$ cat config.mk
export PLATFORM = sky130hd
export DESIGN_NAME = cpp_queue
export DESIGN_NICKNAME = d
export VERILOG_FILES = /design/src/rtl/cpp_pkg.sv /design/src/rtl/cpp_queue.sv
export VERILOG_INCLUDE_DIRS = /design/src /design/src/rtl
export SDC_FILE = /design/constraint.sdc
export NUM_CORES = 1
export LEC_CHECK = 0
export BUFFER_PORTS_ARGS = -buffer_cell sky130_fd_sc_hd__buf_2
export CORE_UTILIZATION = 57
export CTS_BUF_LIST = sky130_fd_sc_hd__clkbuf_16
export DETAILED_ROUTE_END_ITERATION = 16
export PLACE_DENSITY = 0.79
export SYNTH_ARGS = -nofsm -noshare
export SYNTH_HDL_FRONTEND = slang
export SYNTH_SLANG_ARGS = --single-unit
$ cat constraint.sdc
create_clock -name i_clk -period 6.8 [get_ports i_clk]
set_input_delay 0.34 -clock i_clk [delete_from_list [all_inputs] [get_ports i_clk]]
set_output_delay 0.34 -clock i_clk [all_outputs]
set_load 0.1 [all_outputs]
$ cat src/rtl/camera_point_projection_assert.svh
// Assertion macros shared by the camera point projection modules.
`ifndef CAMERA_POINT_PROJECTION_ASSERT_SVH
`define CAMERA_POINT_PROJECTION_ASSERT_SVH

// Same-cycle implication, checked outside reset.
`define CPP_ASSERT_IMPL(lbl, clk, rstn, ante, cons, msg) \
    lbl: assert property (@(posedge clk) disable iff (!rstn) (ante) |-> (cons)) \
        else $error(msg);

// Next-cycle implication, checked outside reset.
`define CPP_ASSERT_NEXT(lbl, clk, rstn, ante, cons, msg) \
    lbl: assert property (@(posedge clk) disable iff (!rstn) (ante) |=> (cons)) \
        else $error(msg);

`endif

$ cat src/rtl/cpp_pkg.sv
// Types and constants shared by the camera point projection modules.
package cpp_pkg;

    localparam int W_COEF    = 16;
    localparam int W_PT      = 32;
    localparam int W_PROD    = 48;
    localparam int W_ACC     = 50;
    localparam int ROW_SHIFT = 8;
    localparam int W_ROW     = W_ACC - ROW_SHIFT;
    localparam int T_SHIFT   = 24;
    localparam int FRAC      = 16;
    localparam int DIV_STEPS = 33;
    localparam int SAT_SHIFT = DIV_STEPS - FRAC;
    localparam int W_FIN     = 44;
    localparam int W_PIX     = 16;
    localparam int W_CFG_IDX = 3;
    localparam int W_CFG     = 64;

    typedef enum logic [W_CFG_IDX-1:0] {
        CFG_ROW_X     = 3'd0,
        CFG_ROW_Y     = 3'd1,
        CFG_ROW_Z     = 3'd2,
        CFG_CENTRE_X  = 3'd3,
        CFG_CENTRE_Y  = 3'd4,
        CFG_FLIP_BASE = 3'd5,
        CFG_PARALLEL  = 3'd6,
        CFG_FLIP_V    = 3'd7
    } t_cfg_idx;

    typedef struct packed {
        logic signed [W_COEF-1:0] t;
        logic signed [W_COEF-1:0] c;
        logic signed [W_COEF-1:0] b;
        logic signed [W_COEF-1:0] a;
    } t_row;

    typedef struct packed {
        logic signed [W_PT-1:0] point_x;
        logic signed [W_PT-1:0] point_y;
        logic signed [W_PT-1:0] point_z;
    } t_point;

    typedef struct packed {
        logic signed [31:0]      image_x;
        logic signed [31:0]      image_y;
        logic signed [31:0]      depth;
        logic signed [W_PIX-1:0] pixel_x;
        logic signed [W_PIX-1:0] pixel_y;
        logic                    in_front;
    } t_result;

    typedef struct packed {
        logic signed [W_ROW-1:0] x;
        logic signed [W_ROW-1:0] y;
        logic signed [W_ROW-1:0] z;
        logic [W_ROW-1:0]        ax;
        logic [W_ROW-1:0]        ay;
        logic                    persp;
        logic                    bigx;
        logic                    bigy;
    } t_entry;

    typedef struct packed {
        logic full;
        logic empty;
    } t_qstat;

endpackage

$ cat src/rtl/cpp_queue.sv
// Short word queue between the front end and the divider back end.
`include "camera_point_projection_assert.svh"

module cpp_queue #(
    parameter int DEPTH = 4
) (
    input  logic            i_clk,
    input  logic            i_rst_n,
    input  logic            i_push,
    input  cpp_pkg::t_entry i_entry,
    input  logic            i_pop,
    output cpp_pkg::t_entry o_head,
    output cpp_pkg::t_qstat o_qstat
);
    localparam int W_PTR = (DEPTH > 1) ? $clog2(DEPTH) : 1;
    localparam int W_CNT = $clog2(DEPTH + 1);

    cpp_pkg::t_entry  r_mem [DEPTH];
    logic [W_PTR-1:0] r_wr;
    logic [W_PTR-1:0] r_rd;
    logic [W_CNT-1:0] r_cnt;
    logic [W_PTR-1:0] n_wr;
    logic [W_PTR-1:0] n_rd;
    logic [W_CNT-1:0] n_cnt;

    assign o_head        = r_mem[r_rd];
    assign o_qstat.full  = (r_cnt == W_CNT'(DEPTH));
    assign o_qstat.empty = (r_cnt == '0);

    always_comb begin
        n_wr  = r_wr;
        n_rd  = r_rd;
        n_cnt = r_cnt;
        if (i_push) begin
            n_wr = (r_wr == W_PTR'(DEPTH - 1)) ? '0 : r_wr + 1'b1;
        end
        if (i_pop) begin
            n_rd = (r_rd == W_PTR'(DEPTH - 1)) ? '0 : r_rd + 1'b1;
        end
        if (i_push && !i_pop) begin
            n_cnt = r_cnt + 1'b1;
        end else if (!i_push && i_pop) begin
            n_cnt = r_cnt - 1'b1;
        end
    end

    always_ff @(posedge i_clk) begin
        if (!i_rst_n) begin
            r_wr  <= '0;
            r_rd  <= '0;
            r_cnt <= '0;
        end else begin
            r_wr  <= n_wr;
            r_rd  <= n_rd;
            r_cnt <= n_cnt;
        end
    end

    always_ff @(posedge i_clk) begin
        if (i_push) begin
            r_mem[r_wr] <= i_entry;
        end
    end

    `CPP_ASSERT_IMPL(a_push_not_full, i_clk, i_rst_n, i_push, !o_qstat.full, "push into full queue")
    `CPP_ASSERT_IMPL(a_pop_not_empty, i_clk, i_rst_n, i_pop, !o_qstat.empty, "pop from empty queue")
    `CPP_ASSERT_NEXT(a_cnt_up, i_clk, i_rst_n, i_push && !i_pop, r_cnt == $past(r_cnt) + 1'b1, "queue count lost a push")

endmodule

# == Word-level counts from Yosys, hierarchy flattened ==
# Memories as Yosys holds them, arrays and structs flattened. A register that Yosys moved wholly into a read port is not among the register bits.
# Cells that the tools add are included.
# classes
shift,0
n_div,0
order_cmp,0
add_sub_neg,4
n_eq_ne,3
n_reduce_logical,6
n_mul,0
n_bitwise,0
muxes,8
# ops
operator,n
$mux W2,4
$mux W3,2
$add A2 B1 Y2 const B,2
$eq A2 B2 Y1 const B,2
$add A3 B1 Y3 const B,1
$eq A3 B3 Y1 const B,1
$logic_not A3 Y1,1
$sub A3 B1 Y3 const B,1
$logic_and A1 B1 Y1,2
$logic_not A1 Y1,2
$mux W1,2
$reduce_bool A2 Y1,1
# word_totals
ramBits,852
word_cells,25
ff_bits,7
mem_bits_ro,0
mem_count,1
latch_bits,0
# mem_list
memory,depth,word_bits,read_ports,rd_clocked_by_memory_dff,write_ports,line_no,source
r_mem,4,213,1,1,1,cpp_queue.sv:18,cpp_pkg::t_entry r_mem [DEPTH];

# == Logic depth before layout (Yosys ltp) ==
# Gate-level depths: netlist (run 1).
# logic_depth
ltp_word,4
ltp_mapped,7

# == Worst setup path before layout (run 1) ==
# OpenSTA, ideal clock, no wires.
# synth_path
path_kind,reg2reg
start,register r_wr[0]
end,"memory r_mem[0][0] (netlist name), enable pin"
setup_time_ps,599
path_slack_ps,819
stages_incl_launch_ff,4
path_buffers,0
required_time_ps,6201
synth_period_minus_slack_ps,5981
arrival_ps,5382
cell_sequence,dfxtp_1 -> inv_1 -> ha_1 -> and2_1
# synth_rtl
element,line_no,source
"start, declared",cpp_queue.sv:19,logic [W_PTR-1:0] r_wr;
"start signal, assigned",cpp_queue.sv:53,r_wr <= n_wr;
"end, declared",cpp_queue.sv:18,
# No word-level cell before the write port.

==> results of run 1 <==
-- power by group --
| part | internal, mW | switching (mW) | leakage [nW] |
|---|---|---|---|
| sequential | 6.09 | 0.0767 | 7.90 |
| combinational | 0.500 | 1.77 | 3.97 |
| clock | 2.56 | 1.91 | 1.36 |
| total | 9.15 | 3.75 | 13.2 |
-- stage by stage --
stage	std cells	area (sq um)	power (mW)	setup slack, ns
floorplan	1157	31200	8.05	0.819
global placement	2248	34100	8.38	3.90
detailed placement	2248	34100	8.41	3.93
CTS	2611	38800	12.9	3.27
global route	2614	38800	13.2	3.18
finish	2615	38800	12.9	3.29
-- final cells by class --
type / instances / area (sq um)
Clock inverter: 66 / 557
Fill cell: 2917 / 15100
Tap cell: 696 / 871
Timing Repair Buffer: 657 / 4480
Antenna cell: 4 / 10.0
Inverter: 4 / 15.0
Multi-Input combinational cell: 244 / 5070
Sequential cell: 861 / 25800
Clock buffer: 83 / 2080
-- layout by cell type, fill, tap and decap left out, types with 2 or more instances in the layout --
cell,Yosys,routed
diode_2,0,4
buf_2,23,431
inv_1,4,20
inv_6,0,4
mux2i_1,4,4
buf_4,0,5
clkinv_1,0,18
clkbuf_16,0,83
nor2b_1,5,5
dlygate4sd3_1,0,214
dfxtp_1,9,7
clkinv_8,0,2
buf_12,0,7
ha_1,6,6
and2_4,0,4
nor3_1,2,2
mux4_2,213,213
dfxtp_4,0,2
bufinv_16,0,9
edfxtp_1,852,852
clkinv_2,0,15
-- how the worst max path moves through the flow --
| stage | end | slack [ns] | start |
|---|---|---|---|
| 4_1_cts | o_head[58] | 3.27 | flip-flop |
| 5_1_grt | o_head[118] | 3.18 | flip-flop |
| 3_5_place_dp | o_head[78] | 3.93 | flip-flop |
| 6_report | o_head[38] | 3.29 | flip-flop |
| 3_3_place_gp | o_head[115] | 3.90 | flip-flop |
| 2_1_floorplan | r_mem[0][0] | 0.82 | r_wr[0] |
-- cell families after synthesis --
group,Yosys count
mux,217
compound gates,3
simple gates,15
fa+ha+maj,7
buf+inv,52
xor+xnor,2
flops,861
-- tightest hold or removal path: stages --
cell and delay [ns]:
buf_2 0.11, mux2i_1 0.07, nor2b_1 0.13
-- registers in the layout (all words and copies together), names as in the netlist, named ones only --
signal / flops
r_wr: 2
r_rd: 2
r_cnt: 3
r_mem: 852
-- metal layers --
layer / share of wire [%] / GRT usage [%] / up-vias
li1: - / - / 6432
met1: 36 / 31.4 / 7980
met2: 53 / 42.7 / 743
met3: 8.8 / 7.00 / 106
met4: 2.5 / 8.34 / 6
met5: 0.059 / 0 / -
==> impl_metrics.py, run 1 <==
metrics = {
    "outcome": {
        "outcome": "completed",
    },
    "grt": {
        "grt_usage_pct": 25.1,
        "overflow": 0,
        "grt_max_degree": 116,
        "antenna_found_initial": 7,
        "grt_pass1_vias": 16300,
        "grt_first_pass_wirelength_um": 102000,
    },
    "routing": {
        "wire_per_inst_um": 26.5,
        "drc": 0,
        "via_per_inst": 5.84,
        "drtAntennaViolNets": 0,
        "dr.pass1.iters": 4,
        "vias": 15300,
        "wl_um": 69200,
        "drt_iter0_drc": 1158,
    },
    "timing": {
        "slew_viol_final": 0,
        "fmax_ghz": 0.285,
        "rsz0062_at_grt": "false",
        "hold_ws_ns": 0.0939,
        "fin_worst_skew_ns": 0.0323,
        "fin_tns_setup_ns": 0,
        "period_minus_slack_ns": 3.51,
        "finalHoldViolCount": 0,
        "max_slew_margin_pct": 26.9,
        "fin_crit_sh_pct": 51.6,
        "setup_viol": 0,
        "worst_pin_slew_ns": 1.10,
    },
    "floorplan": {
        "rows": 85,
        "core_sq_mm": 0.0539,
        "initial_core_util_pct": 57.9,
        "dieArea_sq_mm": 0.0557,
        "die_w_um": 236,
        "die_h_um": 236,
        "io_pins": 432,
    },
    "finish": {
        "utilization_pct": 72.0,
        "drive_above_1_share_pct": 40.6,
        "syn_to_final_growth_pct": 24.5,
        "nNetsFinal": 2074,
    },
    "hold_path": {
        "min_path_type": "primary input to flip-flop",
        "min_path_cells": 3,
        "min_from": "i_pop",
    },
    "worst_setup_path": {
        "r2r_start": "r_wr[0]",
        "critPathLaunchType": "flip-flop",
        "crit_slowest_cell": "buf_4",
        "endpoint_kind": "output pin",
        "critPathTopFamily": "buffers and inverters",
        "r2r_cells": 3,
        "crit_required_ns": 6.46,
        "critical_path.cell_chain": "buf_4 -> mux4_2 -> buf_2",
        "critPathKind": "flip-flop to output pin",
        "crit_buf_inv": 2,
        "cp.depth": 3,
        "worst-r2r-setup-slack_ns": 4.16,
        "cp.arrival_ns": 3.17,
        "reg2reg_to": "r_mem[3][100]",
        "cp_slowest_stage_delay_ns": 0.89,
        "critical_path_peak_fanout": 69,
    },
    "synthesis": {
        "synthAdderAreaFrac_pct": 0.305,
        "synth-edff-count": 852,
        "synth_top_family_by_area": "multiplexers",
        "syn-num-nets": 1381,
        "yosys-top-cells-area": "edfxtp_1 82%, mux4_2 15%, buf_6 0.72%",
        "yosys.area_share.simple_pct": 0.289,
        "synth_top_cell_area_share_pct": 82.0,
        "yosysTopAreaCell": "edfxtp_1",
        "synth_xor_area_share_pct": 0.0561,
        "synth_seq_area_share_pct": 82.6,
        "netlist_area_sq_mm": 0.0312,
        "synthArstFlopShare_pct": 0,
        "synth_seq_cells": 861,
        "synth_commonest_cells": "852 x edfxtp_1, 213 x mux4_2, 23 x buf_2",
        "synth_mux_area_share_pct": 15.5,
        "synth-compound-area-share_pct": 0.0642,
        "ys.flop_type": "edfxtp_1",
        "yosysMostFrequentCell": "edfxtp_1",
        "synthCells": 1157,
        "yosys_warnings": 0,
        "postSynthAreaPerCell_sq_um": 27.0,
        "synth_cell_types": 21,
    },
    "place": {
        "dpl.hpwl_um": 35600,
        "port_buffers": 431,
        "place.gp.congestion": 0.752,
    },
    "clock_network": {
        "numClockSinks": 861,
        "cts_buffers": 82,
        "cts.htree.levels": 3,
        "cts_buffer_depth": 3,
        "holdBufCountCts": 214,
        "post_cts_buffers": 0,
        "cts_resized": 0,
        "clk_pin_slew_worst_paths_ns": 0.06,
        "cts_root_buffer": "clkbuf_16",
        "cts_tree": "done",
        "worstSkewPairLatency_ns": 0.63,
    },
    "power": {
        "peakVddDrop_mv": 0.302,
        "p_leak_nw": 13.2,
        "power_density_mw_per_mm2": 332,
    },
    "flow_run": {
        "maxCapViolations": 0,
    },
}
Note: power is estimated with default switching activity, not from simulation.
==> inputs of run 2 (changes only) <==
CORE_UTILIZATION = 51   (was 57)
PLACE_DENSITY = 0.75   (was 0.79)
clock period = 3.1 ns   (was 6.8 ns; I/O delays follow)
==> impl_metrics.py, run 2 (synthesis gave the netlist of run 1 again) <==
metrics = {
    "outcome": {
        "outcome": "completed",
    },
    "finish": {
        "final_cells": 2731,
        "largest_reg_flops": 852,
        "top_regs": "r_mem: 852 flops, r_cnt: 3 flops",
        "multiInputGateArea_sq_mm": 0.00507,
        "syn_to_final_growth_pct": 26.0,
        "regArea_sq_mm": 0.0258,
        "layout_common_cells": "852 x edfxtp_1, 431 x buf_2, 217 x dlygate4sd3_1",
        "final_common_cell": "edfxtp_1",
        "drive_above_1_share_pct": 41.0,
        "nNetsFinal": 2107,
        "n_fill_cell": 3775,
        "top_register": "r_mem",
    },
    "grt": {
        "grt_usage_pct": 21.2,
        "grt_first_pass_wirelength_um": 97900,
        "grt_pass1_vias": 16300,
        "antenna_found_initial": 6,
        "overflow": 0,
        "grt_max_degree": 94,
    },
    "routing": {
        "wl_met3_um": 5250,
        "via_per_inst": 5.51,
        "top_layer": "met5",
        "vias": 15100,
        "m1WireLength_um": 24700,
        "wl_met2_um": 34000,
        "drc": 0,
        "drtAntennaViolNets": 0,
        "wire_per_inst_um": 24.0,
        "wl_um": 65500,
        "drt_iter0_drc": 1056,
        "dr.pass1.iters": 5,
    },
    "worst_setup_path": {
        "critical_path_peak_fanout": 64,
        "crit_required_ns": 2.94,
        "crit_slowest_cell": "mux4_2",
        "critPathKind": "flip-flop to output pin",
        "r2r_start": "r_wr[0]",
        "r2r_cells": 3,
        "reg2reg_to": "r_mem[3][17]",
        "endpoint_kind": "output pin",
        "worst-r2r-setup-slack_ns": 1.09,
        "cp_slowest_stage_delay_ns": 0.62,
        "cp.arrival_ns": 2.64,
        "crit_buf_inv": 2,
        "critPathLaunchType": "flip-flop",
        "critPathTopFamily": "buffers and inverters",
        "critical_path.cell_chain": "buf_12 -> mux4_2 -> buf_2",
    },
    "timing": {
        "max_slew_margin_pct": 49.8,
        "fin_tns_setup_ns": 0,
        "slew_viol_final": 0,
        "worst_pin_slew_ns": 0.752,
        "fin_worst_skew_ns": 0.0172,
        "period_minus_slack_ns": 2.79,
        "setup_viol": 0,
        "finalHoldViolCount": 0,
        "rsz0062_at_grt": "false",
        "fin_crit_sh_pct": 90.1,
        "fmax_ghz": 0.358,
    },
    "clock_network": {
        "cts_tree": "done",
        "cts.htree.levels": 3,
        "worstSkewPairLatency_ns": 0.62,
        "cts_buffer_depth": 3,
        "post_cts_buffers": 0,
        "cts_buffers": 82,
        "clk_pin_slew_worst_paths_ns": 0.06,
        "numClockSinks": 861,
        "cts_root_buffer": "clkbuf_16",
    },
    "place": {
        "port_buffers": 431,
        "place.gp.congestion": 0.757,
        "dpl.hpwl_um": 37400,
        "dpl.cell_count": 2364,
    },
    "floorplan": {
        "die_h_um": 249,
        "core_sq_mm": 0.0604,
        "die_w_um": 249,
        "dieArea_sq_mm": 0.0622,
        "initial_core_util_pct": 51.7,
        "io_pins": 432,
        "rows": 90,
    },
    "hold_path": {
        "hold_end": "r_mem[0][170]",
        "min_from": "i_entry[170]",
        "min_path_type": "primary input to flip-flop",
        "min_path_cells": 2,
    },
    "flow_run": {
        "maxCapViolations": 0,
    },
    "power": {
        "power_density_mw_per_mm2": 711,
        "p_leak_nw": 13.4,
        "peakVddDrop_mv": 0.589,
    },
}
[run 2: cell types whose count changed in the layout (fill, tap and decap cells not counted), moves of 2 or more]
cell | previous run | this run
buf_4 | 5 | 22
buf_12 | 7 | 20
inv_1 | 20 | 28
clkinv_2 | 15 | 8
bufinv_16 | 9 | 5
dlygate4sd3_1 | 214 | 217
inv_16 | 0 | 3
inv_6 | 4 | 1
clkinv_1 | 18 | 16
clkinvlp_4 | 1 | 3
[run 2: layer usage]
layer,track usage (%),vias up
met5,0,-
met4,6.95,2
met3,5.86,105
met2,36.0,619
met1,26.5,7848
li1,-,6487
[run 2: worst register-to-register path, stage by stage, from the launching register on]
cell and delay, ns:
dfxtp_1 0.40, ha_1 0.21, and2_4 0.65, buf_4 0.42
[run 2: worst max-delay path by stage]
stage,start,endpoint,depth (start not counted)
global route,flip-flop,o_head[206],4
CTS,flip-flop,o_head[206],4
global placement,flip-flop,o_head[206],4
floorplan,r_cnt[0],o_qstat[1],1
finish,flip-flop,o_head[143],3
detailed placement,flip-flop,o_head[206],4
[run 2: per-stage QoR]
stage	utilization [%]	worst slack, ns	instance area (sq um)	power (mW)	hold WS, ns
after floorplan	-	0.392	31200	17.6	0.254
after global placement	57.3	0.921	34600	18.4	0.363
after detailed placement	57.3	0.896	34600	18.5	0.370
after CTS	65.1	0.213	39300	28.1	0.232
after global routing	65.1	0.177	39300	28.8	0.258
final	65.1	0.307	39300	28.0	0.281
[run 2: final cells by class]
class                           instances  share of cell area, %
Sequential cell                       861                   65.6
Multi-Input combinational cell        244                   12.9
Timing Repair Buffer                  690                   12.5
Clock buffer                           83                   5.29
Tap cell                              782                   2.49
Clock inverter                         62                   1.22
Inverter                                4                 0.0382
Antenna cell                            5                 0.0318
[run 2: what timing repair did]
item                      in CTS  in global routing
hold endpoints to repair     861                  0
hold buffers                 217                  0
gates resized for setup        0                  0
[run 2: power breakdown]
| group | switching (mW) | internal, mW |
|---|---|---|
| sequential | 0.142 | 13.4 |
| clock | 4.13 | 5.31 |
| combinational | 3.87 | 1.15 |
==> inputs of run 3 (changes only) <==
ABC_AREA = 1   (was unset)
CORE_UTILIZATION = 52   (was 51)
PLACE_DENSITY = 0.76   (was 0.75)
==> impl_metrics.py, run 3 <==
metrics = {
    "outcome": {
        "outcome": "completed",
    },
    "worst_setup_path": {
        "critPathKind": "flip-flop to output pin",
        "reg2reg_to": "r_mem[0][88]",
        "cp.arrival_ns": 2.77,
        "r2r_start": "r_wr[0]",
        "cp_slowest_stage_delay_ns": 0.56,
        "r2r_cells": 5,
        "critPathTopFamily": "buffers and inverters",
        "crit_slowest_cell": "buf_12",
        "critical_path_peak_fanout": 196,
        "endpoint_kind": "output pin",
        "critPathLaunchType": "flip-flop",
        "worst-r2r-setup-slack_ns": 1.01,
        "critical_path.cell_chain": "buf_12 -> o21ai_0 -> o22ai_1 -> buf_2",
        "crit_required_ns": 2.94,
        "crit_buf_inv": 2,
    },
    "grt": {
        "overflow": 0,
        "grt_max_degree": 197,
        "antenna_found_initial": 11,
        "use_met1_pct": 28.9,
        "grt_pass1_vias": 21900,
        "grt.met3_usage_pct": 5.39,
        "grt_first_pass_wirelength_um": 119000,
        "grt-busiest-layer": "met2",
        "grt_usage_pct": 24.8,
        "met2_usage_pct": 43.6,
    },
    "clock_network": {
        "numClockSinks": 861,
        "holdBufCountCts": 217,
        "cts_buffers": 84,
        "cts.htree.levels": 3,
        "worstSkewPairLatency_ns": 0.62,
        "cts_root_buffer": "clkbuf_16",
        "cts_tree": "done",
        "cts_resized": 0,
        "clk_pin_slew_worst_paths_ns": 0.07,
        "cts_buffer_depth": 3,
        "post_cts_buffers": 0,
    },
    "routing": {
        "vias": 20800,
        "drtAntennaViolNets": 0,
        "via_per_inst": 5.76,
        "drt_iter0_drc": 1731,
        "dr.pass1.iters": 5,
        "drc": 0,
        "wire_per_inst_um": 21.8,
        "wl_um": 78700,
    },
    "synthesis": {
        "netlist_area_sq_mm": 0.0318,
        "yosys-top-cells-area": "edfxtp_1 80%, o21ai_0 6.7%, nor2_1 5.1%",
        "ys.flop_type": "edfxtp_1",
        "synth_top_cell_area_share_pct": 80.4,
        "yosysTopAreaCell": "edfxtp_1",
        "synth_seq_area_share_pct": 81.0,
        "synthCells": 2118,
        "synth_seq_cells": 861,
        "synthArstFlopShare_pct": 0,
        "synth_commonest_cells": "852 x edfxtp_1, 434 x nor2_1, 429 x o21ai_0",
        "yosys_warnings": 0,
        "synth-edff-count": 852,
        "syn-num-nets": 2342,
        "yosysMostFrequentCell": "edfxtp_1",
        "postSynthAreaPerCell_sq_um": 15.0,
        "synth_cell_types": 20,
    },
    "finish": {
        "n_fill_cell": 3882,
        "utilization_pct": 66.9,
        "layout_common_cells": "852 x edfxtp_1, 434 x nor2_1, 429 x o21ai_0",
        "nNetsFinal": 2973,
        "final_common_cell": "edfxtp_1",
        "drive_above_1_share_pct": 21.5,
        "syn_to_final_growth_pct": 26.9,
        "top_regs": "r_mem: 852 flops, r_cnt: 3 flops",
        "largest_reg_flops": 852,
        "final_cells": 3610,
        "design_area_sq_mm": 0.0404,
        "top_register": "r_mem",
    },
    "floorplan": {
        "initial_core_util_pct": 52.7,
        "core_sq_mm": 0.0604,
        "dieArea_sq_mm": 0.0622,
        "die_w_um": 249,
        "io_pins": 432,
        "rows": 90,
        "die_h_um": 249,
    },
    "power": {
        "power_density_mw_per_mm2": 732,
        "p_leak_nw": 14.2,
        "netSwitchingFraction_pct": 31.3,
        "internal_power_mw": 20.3,
        "peakVddDrop_mv": 0.552,
        "power_mw": 29.6,
        "combPwrFrac_pct": 20.1,
        "switchingPower_mw": 9.24,
        "p_clk_share_pct": 34.4,
        "seqPwrFrac_pct": 45.5,
    },
    "place": {
        "dpl.hpwl_um": 41400,
        "place_area_sq_mm": 0.0354,
        "port_buffers": 431,
        "dp_slack_ns": 0.871,
        "dpl.cell_count": 3228,
        "place.gp.congestion": 0.794,
    },
    "flow_run": {
        "maxCapViolations": 0,
    },
    "timing": {
        "rsz0062_at_grt": "false",
        "fin_crit_sh_pct": 94.2,
        "worst_pin_slew_ns": 0.938,
        "max_slew_margin_pct": 37.5,
        "finalHoldViolCount": 0,
        "fin_worst_skew_ns": 0.0129,
        "fin_ws_ns": 0.179,
        "period_minus_slack_ns": 2.92,
        "slew_viol_final": 0,
        "fmax_ghz": 0.342,
        "setup_viol": 0,
    },
    "hold_path": {
        "min_from": "i_entry[95]",
        "min_path_cells": 2,
        "hold_end": "r_mem[2][95]",
        "min_path_type": "primary input to flip-flop",
    },
}
## run 3: worst max path at each step
stage,start,to,slack (ns),depth (start not counted)
floorplan,r_wr[0],r_mem[0][0],-1.09,4
global placement,flip-flop,o_head[151],0.94,4
detailed placement,flip-flop,o_head[166],0.87,5
CTS,flip-flop,o_head[166],0.22,5
global route,flip-flop,o_head[117],0.06,4
finish,flip-flop,o_head[117],0.18,4
## run 3: kinds of logic after synthesis
| group | after synthesis | synth area share [%] |
|---|---|---|
| and+or+nand+nor | 448 | 5.31 |
| adders and majority gates | 7 | 0.299 |
| AOI/OAI and AO/OA | 645 | 11.0 |
| DFF | 861 | 81.0 |
| xor gates and xnor gates | 1 | 0.0275 |
| buffers and inverters | 156 | 2.38 |
## run 3: worst reg2reg max path, delay by kind of cell (launching register included)
kind	cells	cell delay (ns)
DFF	1	0.34
and+or+nand+nor	1	0.06
buffers and inverters	3	0.89
adders and majority gates	1	0.17
## run 3: power groups by stage
stage | sequential (mW) | combinational [mW] | clock [mW]
after floorplan | 13.7 | 4.22 | 0
after global placement | 13.7 | 5.58 | 0
after detailed placement | 13.7 | 5.66 | 0
after CTS | 13.4 | 5.91 | 10.3
after global routing | 13.5 | 6.15 | 10.7
final | 13.4 | 5.94 | 10.2
## run 3: routing by layer
layer / vias to the layer above / wire length (um)
met1: 10300 / 29200
met2: 978 / 40500
met5: - / 43
met4: 6 / 3090
li1: 9309 / -
met3: 201 / 5900
## run 3: cell type report
class	instances	area (sq um)	share of cell area, %
clock buffer	85	2130	5.27
timing repair buffer	685	5450	13.5
inverter	16	87.6	0.217
tap	782	978	2.42
clock inverter	72	633	1.57
multi-input combinational	1101	5300	13.1
sequential	861	25800	63.8
antenna	8	20.0	0.0496
## run 3: through the flow
step                      hold slack (ns)  TNS, ns
after detailed placement            0.370        0
final                               0.273        0
after CTS                           0.231        0
after global placement              0.363        0
after global routing                0.260        0
after floorplan                     0.254  -923.69
